===== src/rtl/sts_pkg.sv =====
`default_nettype none

package sts_pkg;

   localparam int PosWidth     = 16;
   localparam int KeywordChars = 8;
   localparam int KeywordCount = 33;
   localparam int TypeWidth    = 6;
   localparam int MaxResults   = 3;

   localparam logic [TypeWidth-1:0] TokIdent   = 6'd0;
   localparam logic [TypeWidth-1:0] TokString  = 6'd1;
   localparam logic [TypeWidth-1:0] TokInt     = 6'd2;
   localparam logic [TypeWidth-1:0] TokKw0     = 6'd3;
   localparam logic [TypeWidth-1:0] TokEq      = 6'd36;
   localparam logic [TypeWidth-1:0] TokLt      = 6'd37;
   localparam logic [TypeWidth-1:0] TokLe      = 6'd38;
   localparam logic [TypeWidth-1:0] TokGt      = 6'd39;
   localparam logic [TypeWidth-1:0] TokGe      = 6'd40;
   localparam logic [TypeWidth-1:0] TokNe      = 6'd41;
   localparam logic [TypeWidth-1:0] TokDot     = 6'd42;
   localparam logic [TypeWidth-1:0] TokComma   = 6'd43;
   localparam logic [TypeWidth-1:0] TokSemi    = 6'd44;
   localparam logic [TypeWidth-1:0] TokLParen  = 6'd45;
   localparam logic [TypeWidth-1:0] TokRParen  = 6'd46;
   localparam logic [TypeWidth-1:0] TokStar    = 6'd47;
   localparam logic [TypeWidth-1:0] TokPlus    = 6'd48;
   localparam logic [TypeWidth-1:0] TokMinus   = 6'd49;
   localparam logic [TypeWidth-1:0] TokSlash   = 6'd50;
   localparam logic [TypeWidth-1:0] TokUnknown = 6'd51;
   localparam logic [TypeWidth-1:0] TokEnd     = 6'd52;

   localparam logic [8*KeywordChars-1:0] KwTable [KeywordCount] = '{
      64'("SELECT"), 64'("INSERT"), 64'("UPDATE"), 64'("DELETE"), 64'("CREATE"),
      64'("DROP"), 64'("TABLE"), 64'("FROM"), 64'("WHERE"), 64'("INTO"),
      64'("VALUES"), 64'("SET"), 64'("AND"), 64'("OR"), 64'("NOT"), 64'("INT"),
      64'("VARCHAR"), 64'("PRIMARY"), 64'("KEY"), 64'("INDEX"), 64'("ON"),
      64'("BEGIN"), 64'("COMMIT"), 64'("ROLLBACK"), 64'("COUNT"), 64'("SUM"),
      64'("AVG"), 64'("MAX"), 64'("MIN"), 64'("JOIN"), 64'("INNER"),
      64'("LEFT"), 64'("RIGHT")
   };

   typedef struct packed {
      logic [TypeWidth-1:0] token_type;
      logic [PosWidth-1:0]  start_pos;
      logic [PosWidth-1:0]  value_len;
      logic [PosWidth-1:0]  line_no;
      logic                 last_of_run;
   } result_type;

   function automatic logic [PosWidth-1:0] sat_inc(input logic [PosWidth-1:0] v);
      return (&v) ? v : v + PosWidth'(1);
   endfunction

   function automatic logic is_space(input logic [7:0] c);
      return (c == 8'h20) || (c >= 8'h09 && c <= 8'h0D);
   endfunction

   function automatic logic is_digit(input logic [7:0] c);
      return c >= 8'h30 && c <= 8'h39;
   endfunction

   function automatic logic is_alpha(input logic [7:0] c);
      return (c >= 8'h41 && c <= 8'h5A) || (c >= 8'h61 && c <= 8'h7A);
   endfunction

   function automatic logic [7:0] to_upper(input logic [7:0] c);
      return (c >= 8'h61 && c <= 8'h7A) ? c - 8'h20 : c;
   endfunction

   function automatic logic [TypeWidth-1:0] single_op(input logic [7:0] c);
      logic [TypeWidth-1:0] t;
      case (c)
         8'h2E:   t = TokDot;
         8'h2C:   t = TokComma;
         8'h3B:   t = TokSemi;
         8'h28:   t = TokLParen;
         8'h29:   t = TokRParen;
         8'h2A:   t = TokStar;
         8'h2B:   t = TokPlus;
         8'h2D:   t = TokMinus;
         8'h2F:   t = TokSlash;
         default: t = TokUnknown;
      endcase
      return t;
   endfunction

   function automatic logic [TypeWidth-1:0] word_type(
      input logic [8*KeywordChars-1:0] word,
      input logic [PosWidth-1:0]       len
   );
      logic [TypeWidth-1:0] t;
      t = TokIdent;
      if (len <= PosWidth'(KeywordChars)) begin
         for (int i = 0; i < KeywordCount; i++) begin
            if (KwTable[i] == word) begin
               t = TokKw0 + TypeWidth'(i);
            end
         end
      end
      return t;
   endfunction

   function automatic result_type make_result(
      input logic [TypeWidth-1:0] t,
      input logic [PosWidth-1:0]  start,
      input logic [PosWidth-1:0]  len,
      input logic [PosWidth-1:0]  line
   );
      result_type r;
      r.token_type  = t;
      r.start_pos   = start;
      r.value_len   = len;
      r.line_no     = line;
      r.last_of_run = 1'b0;
      return r;
   endfunction

endpackage

`default_nettype wire


===== src/rtl/sql_token_scanner.sv =====
// Lexes SQL text arriving one byte per transfer, tlast marking the last byte of a query, and
// emits one transfer per token with its type, start offset, length and ending line; the
// last token caused by a byte carries tlast, and the final byte is followed by an end token
// after which offsets and line count start over. Each byte is classified in the cycle it is
// accepted and its zero to three tokens are written into a four-entry result queue that
// drains one token per cycle while the output is ready, so a byte that yields at most one
// token can be taken every cycle while the output keeps pace, and a byte that yields more
// can hold off the next byte; the input is taken whenever the queue holds at most one token.
`default_nettype none

module sql_token_scanner
   import sts_pkg::*;
(
   input  wire logic        clock,
   input  wire logic        reset,
   input  wire logic        req_tvalid,
   output      logic        req_tready,
   input  wire logic [7:0]  req_tdata,   // [7:0] ch
   input  wire logic        req_tlast,   // final_byte
   output      logic        rsp_tvalid,
   input  wire logic        rsp_tready,
   // [5:0] token_type, [21:6] start_pos, [37:22] value_len, [53:38] line_no, [55:54] zero
   output      logic [55:0] rsp_tdata,
   output      logic        rsp_tlast    // last_of_run
);

   localparam int FifoDepth = 4;
   localparam int PtrWidth  = $clog2(FifoDepth);
   localparam int CntWidth  = $clog2(FifoDepth + 1);

   localparam logic [7:0] ChQuote   = 8'h27;
   localparam logic [7:0] ChUnder   = 8'h5F;
   localparam logic [7:0] ChLess    = 8'h3C;
   localparam logic [7:0] ChGreater = 8'h3E;
   localparam logic [7:0] ChBang    = 8'h21;
   localparam logic [7:0] ChEqual   = 8'h3D;
   localparam logic [7:0] ChNewline = 8'h0A;

   typedef enum logic [2:0] {
      ModeIdle, ModeStr, ModeNum, ModeWord, ModeLt, ModeGt, ModeBang
   } mode_type;

   mode_type                    mode_ff, mode_in;
   logic [8*KeywordChars-1:0]   wbuf_ff, wbuf_in;
   logic [PosWidth-1:0]         start_ff, start_in;
   logic [PosWidth-1:0]         len_ff, len_in;
   logic [PosWidth-1:0]         pos_ff, pos_in;
   logic [PosWidth-1:0]         line_ff, line_in;

   result_type                  fifo_ff [FifoDepth];
   logic [PtrWidth-1:0]         wr_ptr_ff, wr_ptr_in;
   logic [PtrWidth-1:0]         rd_ptr_ff, rd_ptr_in;
   logic [CntWidth-1:0]         cnt_ff, cnt_in;

   result_type                  res_a, res_b, res_c;
   logic                        va, vb, vc;
   logic                        used;
   logic                        push, pop;
   logic [PtrWidth-1:0]         idx_b, idx_c;
   logic [7:0]                  ch;
   logic                        fin;
   result_type                  head;

   assign ch  = req_tdata;
   assign fin = req_tlast;

   always_comb begin
      mode_in  = mode_ff;
      wbuf_in  = wbuf_ff;
      start_in = start_ff;
      len_in   = len_ff;
      used     = 1'b0;
      va       = 1'b0;
      vb       = 1'b0;
      vc       = 1'b0;
      res_a    = make_result(TokIdent, '0, '0, '0);
      res_b    = res_a;
      res_c    = res_a;

      case (mode_ff)
         ModeStr: begin
            used = 1'b1;
            if (ch == ChQuote) begin
               va      = 1'b1;
               res_a   = make_result(TokString, start_ff, len_ff, line_ff);
               mode_in = ModeIdle;
            end else begin
               len_in = sat_inc(len_ff);
            end
         end
         ModeNum: begin
            if (is_digit(ch)) begin
               used   = 1'b1;
               len_in = sat_inc(len_ff);
            end else begin
               va      = 1'b1;
               res_a   = make_result(TokInt, start_ff, len_ff, line_ff);
               mode_in = ModeIdle;
            end
         end
         ModeWord: begin
            if (is_alpha(ch) || is_digit(ch) || ch == ChUnder) begin
               used    = 1'b1;
               len_in  = sat_inc(len_ff);
               wbuf_in = {wbuf_ff[8*KeywordChars-9:0], to_upper(ch)};
            end else begin
               va      = 1'b1;
               res_a   = make_result(word_type(wbuf_ff, len_ff), start_ff, len_ff, line_ff);
               mode_in = ModeIdle;
            end
         end
         ModeLt, ModeGt, ModeBang: begin
            va      = 1'b1;
            mode_in = ModeIdle;
            if (ch == ChEqual) begin
               used  = 1'b1;
               res_a = make_result((mode_ff == ModeLt) ? TokLe :
                                   (mode_ff == ModeGt) ? TokGe : TokNe,
                                   start_ff, PosWidth'(2), line_ff);
            end else begin
               res_a = make_result((mode_ff == ModeLt) ? TokLt :
                                   (mode_ff == ModeGt) ? TokGt : TokUnknown,
                                   start_ff, PosWidth'(1), line_ff);
            end
         end
         default: begin
            mode_in = ModeIdle;
         end
      endcase

      if (!used && !is_space(ch)) begin
         start_in = pos_ff;
         if (ch == ChQuote) begin
            mode_in  = ModeStr;
            start_in = sat_inc(pos_ff);
            len_in   = '0;
         end else if (is_digit(ch)) begin
            mode_in = ModeNum;
            len_in  = PosWidth'(1);
         end else if (is_alpha(ch) || ch == ChUnder) begin
            mode_in = ModeWord;
            len_in  = PosWidth'(1);
            wbuf_in = {{(8*KeywordChars-8){1'b0}}, to_upper(ch)};
         end else if (ch == ChLess) begin
            mode_in = ModeLt;
         end else if (ch == ChGreater) begin
            mode_in = ModeGt;
         end else if (ch == ChBang) begin
            mode_in = ModeBang;
         end else if (ch == ChEqual) begin
            vb    = 1'b1;
            res_b = make_result(TokEq, pos_ff, PosWidth'(1), line_ff);
         end else begin
            vb    = 1'b1;
            res_b = make_result(single_op(ch), pos_ff, PosWidth'(1), line_ff);
         end
      end

      line_in = (ch == ChNewline) ? sat_inc(line_ff) : line_ff;
      pos_in  = sat_inc(pos_ff);

      if (fin) begin
         case (mode_in)
            ModeStr: begin
               vb    = 1'b1;
               res_b = make_result(TokString, start_in, len_in, line_in);
            end
            ModeNum: begin
               vb    = 1'b1;
               res_b = make_result(TokInt, start_in, len_in, line_in);
            end
            ModeWord: begin
               vb    = 1'b1;
               res_b = make_result(word_type(wbuf_in, len_in), start_in, len_in, line_in);
            end
            ModeLt: begin
               vb    = 1'b1;
               res_b = make_result(TokLt, start_in, PosWidth'(1), line_in);
            end
            ModeGt: begin
               vb    = 1'b1;
               res_b = make_result(TokGt, start_in, PosWidth'(1), line_in);
            end
            ModeBang: begin
               vb    = 1'b1;
               res_b = make_result(TokUnknown, start_in, PosWidth'(1), line_in);
            end
            default: begin
            end
         endcase
         vc       = 1'b1;
         res_c    = make_result(TokEnd, pos_in, '0, line_in);
         mode_in  = ModeIdle;
         wbuf_in  = '0;
         start_in = '0;
         len_in   = '0;
         pos_in   = '0;
         line_in  = PosWidth'(1);
      end

      res_a.last_of_run = va && !vb && !vc;
      res_b.last_of_run = vb && !vc;
      res_c.last_of_run = vc;
   end

   assign req_tready = cnt_ff <= CntWidth'(FifoDepth - MaxResults);
   assign push       = req_tvalid && req_tready;
   assign rsp_tvalid = cnt_ff != '0;
   assign pop        = rsp_tvalid && rsp_tready;

   assign idx_b = wr_ptr_ff + PtrWidth'(va);
   assign idx_c = idx_b + PtrWidth'(vb);

   always_comb begin
      wr_ptr_in = wr_ptr_ff;
      cnt_in    = cnt_ff - CntWidth'(pop);
      if (push) begin
         wr_ptr_in = idx_c + PtrWidth'(vc);
         cnt_in    = cnt_in + CntWidth'(va) + CntWidth'(vb) + CntWidth'(vc);
      end
      rd_ptr_in = rd_ptr_ff + PtrWidth'(pop);
   end

   always_ff @(posedge clock) begin
      if (reset) begin
         mode_ff   <= ModeIdle;
         wbuf_ff   <= '0;
         start_ff  <= '0;
         len_ff    <= '0;
         pos_ff    <= '0;
         line_ff   <= PosWidth'(1);
         wr_ptr_ff <= '0;
         rd_ptr_ff <= '0;
         cnt_ff    <= '0;
      end else begin
         if (push) begin
            mode_ff  <= mode_in;
            wbuf_ff  <= wbuf_in;
            start_ff <= start_in;
            len_ff   <= len_in;
            pos_ff   <= pos_in;
            line_ff  <= line_in;
         end
         wr_ptr_ff <= wr_ptr_in;
         rd_ptr_ff <= rd_ptr_in;
         cnt_ff    <= cnt_in;
      end
   end

   always_ff @(posedge clock) begin
      if (push) begin
         if (va) begin
            fifo_ff[wr_ptr_ff] <= res_a;
         end
         if (vb) begin
            fifo_ff[idx_b] <= res_b;
         end
         if (vc) begin
            fifo_ff[idx_c] <= res_c;
         end
      end
   end

   assign head      = fifo_ff[rd_ptr_ff];
   assign rsp_tdata = {2'b00, head.line_no, head.value_len, head.start_pos, head.token_type};
   assign rsp_tlast = head.last_of_run;

endmodule

`default_nettype wire


===== config.mk =====
export PLATFORM = sky130hd
export DESIGN_NAME = sql_token_scanner
export DESIGN_NICKNAME = d
export VERILOG_FILES = /design/src/rtl/sts_pkg.sv /design/src/rtl/sql_token_scanner.sv
export SDC_FILE = /design/constraint.sdc
export NUM_CORES = 1
export LEC_CHECK = 0
export BUFFER_PORTS_ARGS = -buffer_cell sky130_fd_sc_hd__buf_4
export CAP_MARGIN = 30
export CORE_MARGIN = 10
export CORE_UTILIZATION = 55
export CTS_CLUSTER_DIAMETER = 50
export CTS_CLUSTER_SIZE = 25
export DETAILED_ROUTE_END_ITERATION = 7
export PLACE_DENSITY = 0.72
export SLEW_MARGIN = 20
export SYNTH_ARGS = -nofsm -noshare
export SYNTH_HDL_FRONTEND = slang
export SYNTH_SLANG_ARGS = --single-unit

===== constraint.sdc =====
create_clock -name clock -period 5.6 [get_ports clock]
set_clock_uncertainty 0.05 [all_clocks]
set_input_delay 0 -clock clock [delete_from_list [all_inputs] [get_ports clock]]
set_output_delay 0 -clock clock [all_outputs]
set_load 0.1 [all_outputs]

==> results of run 1 <==
==> metal layers <==
layer  vias up  global-route usage (%)  part of all wire [%]
met5         -                       0                 0.012
met4         2                    18.8                   5.9
met3       472                    8.34                    12
met2      2159                    58.5                    45
met1     13200                    46.3                    37
li1      11700                       -                     -
==> logic make-up after synthesis <==
group	count (synthesis)
flops	358
simple gates	1316
mux	152
xor+xnor	55
other cells	1
buf+inv	335
compound gates	896
fa+ha+maj	17
==> per-stage QoR <==
stage	power, mW	util (%)	std cells	worst slack [ns]	area [um2]
6_report	11.3	61.6	3698	0.725	28200
5_1_grt	11.7	61.6	3698	0.590	28200
4_1_cts	11.3	61.6	3694	0.741	28100
3_5_place_dp	8.41	58.1	3603	0.724	26500
3_3_place_gp	8.27	58.1	3601	0.765	26500
2_1_floorplan	7.17	-	3131	0.447	25600
==> registers in the layout, indices dropped and copies added (netlist names) <==
| register | count |
|---|---|
| mode_ff | 3 |
| cnt_ff | 3 |
| line_ff | 16 |
| fifo_ff | 220 |
| wr_ptr_ff | 2 |
| start_ff | 16 |
| wbuf_ff | 64 |
| rd_ptr_ff | 2 |
| pos_ff | 16 |
| len_ff | 16 |
==> cell type report <==
type / instances / area [um2]
Multi-Input combinational cell: 2438 / 15600
Clock buffer: 47 / 1090
Inverter: 35 / 131
Tap cell: 600 / 751
Clock inverter: 30 / 363
Timing Repair Buffer: 190 / 1570
Fill cell: 3863 / 17500
Sequential cell: 358 / 8610
==> power groups by stage <==
stage | Combinational, mW | Sequential, mW | Clock, mW
floorplan | 3.74 | 3.43 | 0
global placement | 4.73 | 3.55 | 0
detailed placement | 4.81 | 3.60 | 0
CTS | 4.84 | 3.55 | 2.90
global route | 5.07 | 3.59 | 3.00
finish | 4.88 | 3.55 | 2.88
==> how the worst max path moves through the flow <==
| stage | to | slack [ns] |
|---|---|---|
| after global placement | fifo_ff[1][53]$_DFFE_PP_ | 0.76 |
| after floorplan | cnt_ff[2]$_SDFF_PP0_ | 0.45 |
| after CTS | fifo_ff[1][53]$_DFFE_PP_ | 0.74 |
| after global routing | fifo_ff[1][53]$_DFFE_PP_ | 0.59 |
| final | fifo_ff[1][53]$_DFFE_PP_ | 0.72 |
| after detailed placement | fifo_ff[3][53]$_DFFE_PP_ | 0.72 |
==> critical path, stage by stage <==
cell           delay (ns)
dlygate4sd3_1        0.56
buf_4                0.24
ha_1                 0.19
nor3b_1              0.26
or2_1                0.28
nand4_2              0.36
a31oi_4              0.92
buf_4                0.41
a221oi_2             0.09
buf_4                0.21
nand4_2              0.24
a21oi_1              0.10
or4_1                0.55
o21ai_0              0.53
a31oi_1              0.14
==> layout by cell type (no fill, tap or decap), types with 17 or more instances in the layout <==
master,instances
and3_1,24
inv_1,33
nand2b_1,28
xnor2_1,38
a22oi_1,95
a21oi_1,228
nor2_1,464
nand3_1,115
o21ai_0,125
clkbuf_16,42
o211ai_1,26
and2_1,31
a31oi_1,36
buf_4,161
mux4_2,55
a211oi_1,173
nand4_1,64
or3_1,35
xor2_1,17
edfxtp_1,144
dfxtp_1,212
mux2i_1,90
nor4_1,55
nor2b_1,21
a311oi_1,24
nand2_1,248
nor3_1,102
==> what timing repair did <==
| item | CTS | global route |
|---|---|---|
| hold endpoints to repair | 32 | 0 |
| setup endpoints to repair | 0 | 0 |
| hold buffers | 14 | 0 |
==> metrics.md, run 1 <==
| Metric | Value |
|---|---|
| Hold slack final | 0.338 ns |
| Power density cells | 402 mW/mm2 |
| Iteration-0 DRC Markers | 5120 |
| Largest family of logic cells by synthesized area | simple AND/OR/NAND/NOR gates |
| Xor/xnor cell area share of the yosys netlist | 1.89% |
| R2r endpoint | fifo_ff[1][53]$_DFFE_PP_ |
| Largest net degree at the start of global routing | 86 |
| First-pass GRT wire length | 162000 um |
| Synth Area in Adders | 0.891% |
| Max Cap Viol | 0 |
| Final period util | 87.1% |
| Final setup violation count | 0 |
| Slew HR | 24.5% |
| Synth area leader | edfxtp_1 |
| Netlist cell types | 118 |
| Vias in the first global route | 26000 |
| Clock buffer depth | 3 |
| Root buf cell | clkbuf_16 |
| Top cells by area, synth | edfxtp_1 (17%), dfxtp_1 (17%), nor2_1 (6.9%), a211oi_1 (5.1%), mux4_2 (4.8%) |
| HP Class | input port to flip-flop |
| Min-Delay Path Depth | 5 |
| PortBufs | 69 |
| H-tree depth | 2 |
| Worst r2r path cells | 13 |
| Int Power | 6.16 mW |
| Average vias per placed instance | 7.45 |
| Synth cell count leaders | nor2_1 (469), nand2_1 (251), a21oi_1 (228) |
| TritonCTS clock tree | built |
| Num CTS Buffers | 42 |
| Worst-margin pin slew | 1.12 ns |
| Die Height | 236 um |
| Min-Delay Endpoint | line_ff[5]$_SDFFE_PP0P_ |
| Worst Setup Start Kind | input port |
| Final Slew Violations | 0 |
| Hold violation total from the final report | 0 |
| Hold Startpoint | req_tvalid |
| RSZ-0062 raised after global routing | no |
| Initial core utilization | 56.0% |
| Seq pwr share | 31.4% |
| Setup TNS Final | 0 ns |
| Reg2reg start | mode_ff[0]$_SDFFE_PP0P_ |
| Core area | 0.0457 mm2 |
| Area Growth Syn to Fin | 10.2% |
| Nets | 3095 |
| DIE AREA | 0.0555 mm2 |
| Mapped cell area | 0.0256 mm2 |
| Synth Instances | 3130 |
| Placer's final routability congestion estimate | 1.09 |
| FF+latch count, synth | 358 |
| Post-synthesis compound-gate area fraction | 23.9% |
| Leakage | 9.61 nW |
| Worst Path Required | 5.85 ns |
| Top-area cell type share of the netlist area | 16.9% |
| Detailed-placement wirelength estimate | 76500 um |
| Syn. warnings | 0 |
| Num rows | 78 |
| Critical path endpoint category | flip-flop |
| Most common cell in the netlist | nor2_1 |
| Failing checks | design-rule violations |
| WL per Instance | 29.2 um |
| Initial antenna violation count | 2 |
| Vias | 27600 |
| Syn Area/Cell | 8.16 um2 |
| Critical Path Fanout Max | 24 |
| Later-pin clock latency in the skew report | 0.59 ns |
| Setup Crit Path Kind | input port to flip-flop |
| Final wirelength | 108000 um |
| Share of layout cells above drive strength 1 | 12.8% |
| Die X | 236 um |
| EDFF count, synth | 144 |
| Flop2flop setup slack | 0.95 ns |
| Clock sink count | 358 |
| Main synth FF type | dfxtp_1 |
| Post-CTS sizing | 0 |
| Crit. Startpoint | req_tdata[5] |
| DRT antenna net count | 0 |
| FFs w/ async S/R, synth | 0% |
| IO Pins | 72 |
| Clock Power Share | 25.5% |
| Combinational Power Share | 43.1% |
| Gr usage total | 36.9% |
| # Post-CTS Setup Buffers | 0 |
| Seq/Total Area, Yosys | 33.7% |
| Outcome | complete, but fails checks |
| Max IR drop VDD | 943 uV |
| Gr ovfl total | 0 |
| DRC | 2 |
| Switching power | 5.16 mW |
| Pre-Repair DR Iteration Count | 8 |
| Multiplexer area fraction after synthesis | 8.73% |
| N_diodes | 0 |
| Simple-Gate Fraction of Synth Area | 25.3% |
| Worst-path clk slew | 0.07 ns |
| Max Clock Freq | 205 MHz |
| Worst Path Arrival | 5.12 ns |
| Switching share of power | 45.6% |
| Post-layout minimum cycle time | 4.88 ns |
Power figures use the tool's default switching activity.
==> run 2, diff against run 1 <==
--- a/config.mk
+++ b/config.mk
@@ -8,11 +8,11 @@
 export BUFFER_PORTS_ARGS = -buffer_cell sky130_fd_sc_hd__buf_4
 export CAP_MARGIN = 30
 export CORE_MARGIN = 10
-export CORE_UTILIZATION = 55
+export CORE_UTILIZATION = 50
 export CTS_CLUSTER_DIAMETER = 50
 export CTS_CLUSTER_SIZE = 25
 export DETAILED_ROUTE_END_ITERATION = 7
-export PLACE_DENSITY = 0.72
+export PLACE_DENSITY = 0.66
 export SLEW_MARGIN = 20
 export SYNTH_ARGS = -nofsm -noshare
 export SYNTH_HDL_FRONTEND = slang
==> constraint.sdc (replaced) <==
create_clock -name clock -period 5.6 [get_ports clock]
set_clock_uncertainty 0.05 [all_clocks]
set_input_delay 0 -clock clock [delete_from_list [all_inputs] [get_ports clock]]
set_output_delay 0 -clock clock [all_outputs]
set_load 0.02 [all_outputs]
==> metrics.md, run 2 (synthesis gave the netlist of run 1 again) <==
| Metric | Value |
|---|---|
| Final Slew Violations | 0 (unchanged) |
| First-pass GRT wire length | 161000 um (-0.43%) |
| DRT antenna net count | 0 (unchanged) |
| Pre-Repair DR Iteration Count | 6 (-2) |
| Die Height | 246 um (+4.5%) |
| H-tree depth | 2 (unchanged) |
| Outcome | finished, final reports clean |
| Switching power | 3.65 mW (-29%) |
| Final period util | 89.6% (+2.6 points) |
| Biggest register | fifo_ff |
| Detailed-placement wirelength estimate | 76700 um (+0.28%) |
| Nets | 3083 (-0.39%) |
| Critical path endpoint category | flip-flop |
| DIE AREA | 0.0606 mm2 (+9.1%) |
| Hold violation total from the final report | 0 (unchanged) |
| Root buf cell | clkbuf_16 |
| Final instance area | 0.0282 mm2 (+0.32%) |
| Max reg flops | 220 (unchanged) |
| WL per Instance | 28.7 um (-1.5%) |
| HP Class | input port to flip-flop |
| Vias | 26700 (-3.0%) |
| Share of layout cells above drive strength 1 | 12.9% (+0.074 points) |
| Initial antenna violation count | 2 (unchanged) |
| Final wirelength | 108000 um (+0.20%) |
| Post-Place Setup Slack | 0.831 ns (+0.107 ns) |
| Final core occ | 56.1% (-5.6 points) |
| Initial core utilization | 50.7% (-5.2 points) |
| Worst-path clk slew | 0.07 ns (about the same) |
| Critical Path Fanout Max | 22 (-8.3%) |
| Seq pwr share | 35.5% (+4.1 points) |
| Clock Power Share | 30.0% (+4.5 points) |
| Max Cap Viol | 0 (unchanged) |
| Die X | 246 um (+4.5%) |
| RSZ-0062 raised after global routing | no |
| PortBufs | 69 (unchanged) |
| Power density cells | 348 mW/mm2 (-13%) |
| Commonest non-fill, non-tap cell in the layout | nor2_1 |
| Worst Path Arrival | 5.41 ns (+0.29 ns) |
| Largest net degree at the start of global routing | 86 (unchanged) |
| Clock sink count | 358 (unchanged) |
| Commonest cells after routing, fill and taps aside | nor2_1 (464), nand2_1 (248), a21oi_1 (228) |
| Final setup violation count | 0 (unchanged) |
| Max IR drop VDD | 285 uV (-70%) |
| Average vias per placed instance | 7.10 (-4.7%) |
| Int Power | 6.19 mW (+0.40%) |
| Setup Crit Path Kind | input port to flip-flop |
| Num rows | 82 (+5.1%) |
| Worst Setup Start Kind | input port |
| Top flop regs | fifo_ff (220), wbuf_ff (64) |
| Slew HR | 24.9% (+0.41 points) |
| DRC | 0 (-2) |
| Worst Path Required | 5.99 ns (+0.14 ns) |
| Setup TNS Final | 0 ns (unchanged) |
| Area Growth Syn to Fin | 10.5% |
| Core area | 0.0504 mm2 (+10%) |
| IO Pins | 72 (unchanged) |
| Post-layout minimum cycle time | 5.02 ns (+0.143 ns) |
| Placer's final routability congestion estimate | 1.03 (-5.1%) |
| Final critical-path setup slack | 0.582 ns (-0.143 ns) |
| Post-CTS sizing | 0 (unchanged) |
| Iteration-0 DRC Markers | 4088 (-20%) |
| Later-pin clock latency in the skew report | 0.61 ns (+0.02 ns) |
| Leakage | 9.58 nW (-0.29%) |
| Gr ovfl total | 0 (unchanged) |
| Clock buffer depth | 3 (unchanged) |
| Vias in the first global route | 25000 (-3.8%) |
| Combinational Power Share | 34.5% (-8.6 points) |
| TritonCTS clock tree | built |
| Max Clock Freq | 199 MHz (-2.9%) |
| Switching share of power | 37.1% (-8.5 points) |
| Num CTS Buffers | 44 (+4.8%) |
| DP Area | 0.0266 mm2 (+0.14%) |
| Worst-margin pin slew | 1.12 ns (-0.00612 ns) |
| Gr usage total | 34.5% (-2.4 points) |
==> run 2: cell types whose count changed in the layout (fill, tap and decap cells not counted), sizes merged <==
cell and delta:
buf -10, clkinv +4, dlygate4sd3 -4, clkbuf +3, diode +3, bufinv -2
clkinvlp -1, dlymetal6s2s -1, inv +1
==> run 2: timing repair <==
| action | 4_1_cts | 5_1_grt |
|---|---|---|
| buffers inserted | 0 | 0 |
| hold endpoints to repair | 68 | 0 |
| hold buffers | 10 | 0 |
==> run 2: final cells by class <==
class / count / area, um2
antenna: 3 / 7.51
clock buffer: 49 / 1160
clock inverter: 32 / 350
fill: 4552 / 22100
inverter: 35 / 131
multi-input combinational: 2438 / 15700
sequential: 358 / 8610
tap: 672 / 841
timing repair buffer: 176 / 1480
==> run 2: path summary, 6_finish.rpt <==
check	slack, ns	to	cells after the start	startpoint
max	0.58	fifo_ff[3][53]$_DFFE_PP_	14	req_tdata[5]
min	0.09	line_ff[4]$_SDFFE_PP0P_	4	req_tlast
max reg2reg	0.63	fifo_ff[3][53]$_DFFE_PP_	11	mode_ff[2]$_SDFFE_PP0P_
min reg2reg	0.47	start_ff[6]$_SDFFE_PP0P_	2	start_ff[6]$_SDFFE_PP0P_
==> run 2: power groups by stage <==
stage          Combinational (mW)  Sequential (mW)  Clock [mW]
6_report                     3.39             3.49        2.95
5_1_grt                      3.61             3.54        3.07
4_1_cts                      3.35             3.49        2.97
3_5_place_dp                 3.32             3.55           0
3_3_place_gp                 3.22             3.50           0
2_1_floorplan                2.19             3.43           0
==> run 2: critical path, cell delays in order <==
cell and delay, ns:
dlygate4sd3_1 0.59, buf_4 0.25, ha_1 0.17, nor3b_1 0.23
or2_1 0.30, a31o_2 0.60, a21o_1 0.67, o21ai_0 0.25
a221oi_2 0.74, nand4_2 0.41, o41a_1 0.57, nand4_1 0.11
o21ai_0 0.20, a31oi_1 0.28
==> run 2: metal layers <==
layer | vias up | GRT usage, % | share of wire, %
met1 | 12800 | 45.3 | 39
met4 | 0 | 16.7 | 5.2
li1 | 11700 | - | -
met2 | 1845 | 54.2 | 45
met3 | 356 | 6.25 | 11
met5 | - | 0 | 0
==> run 2: through the flow <==
step / power (mW) / std cells / hold WS, ns
2_1_floorplan: 5.62 / 3131 / 0.118
3_3_place_gp: 6.73 / 3663 / 0.304
3_5_place_dp: 6.87 / 3666 / 0.329
4_1_cts: 9.81 / 3757 / 0.0744
5_1_grt: 10.2 / 3762 / 0.117
6_report: 9.84 / 3763 / 0.0927
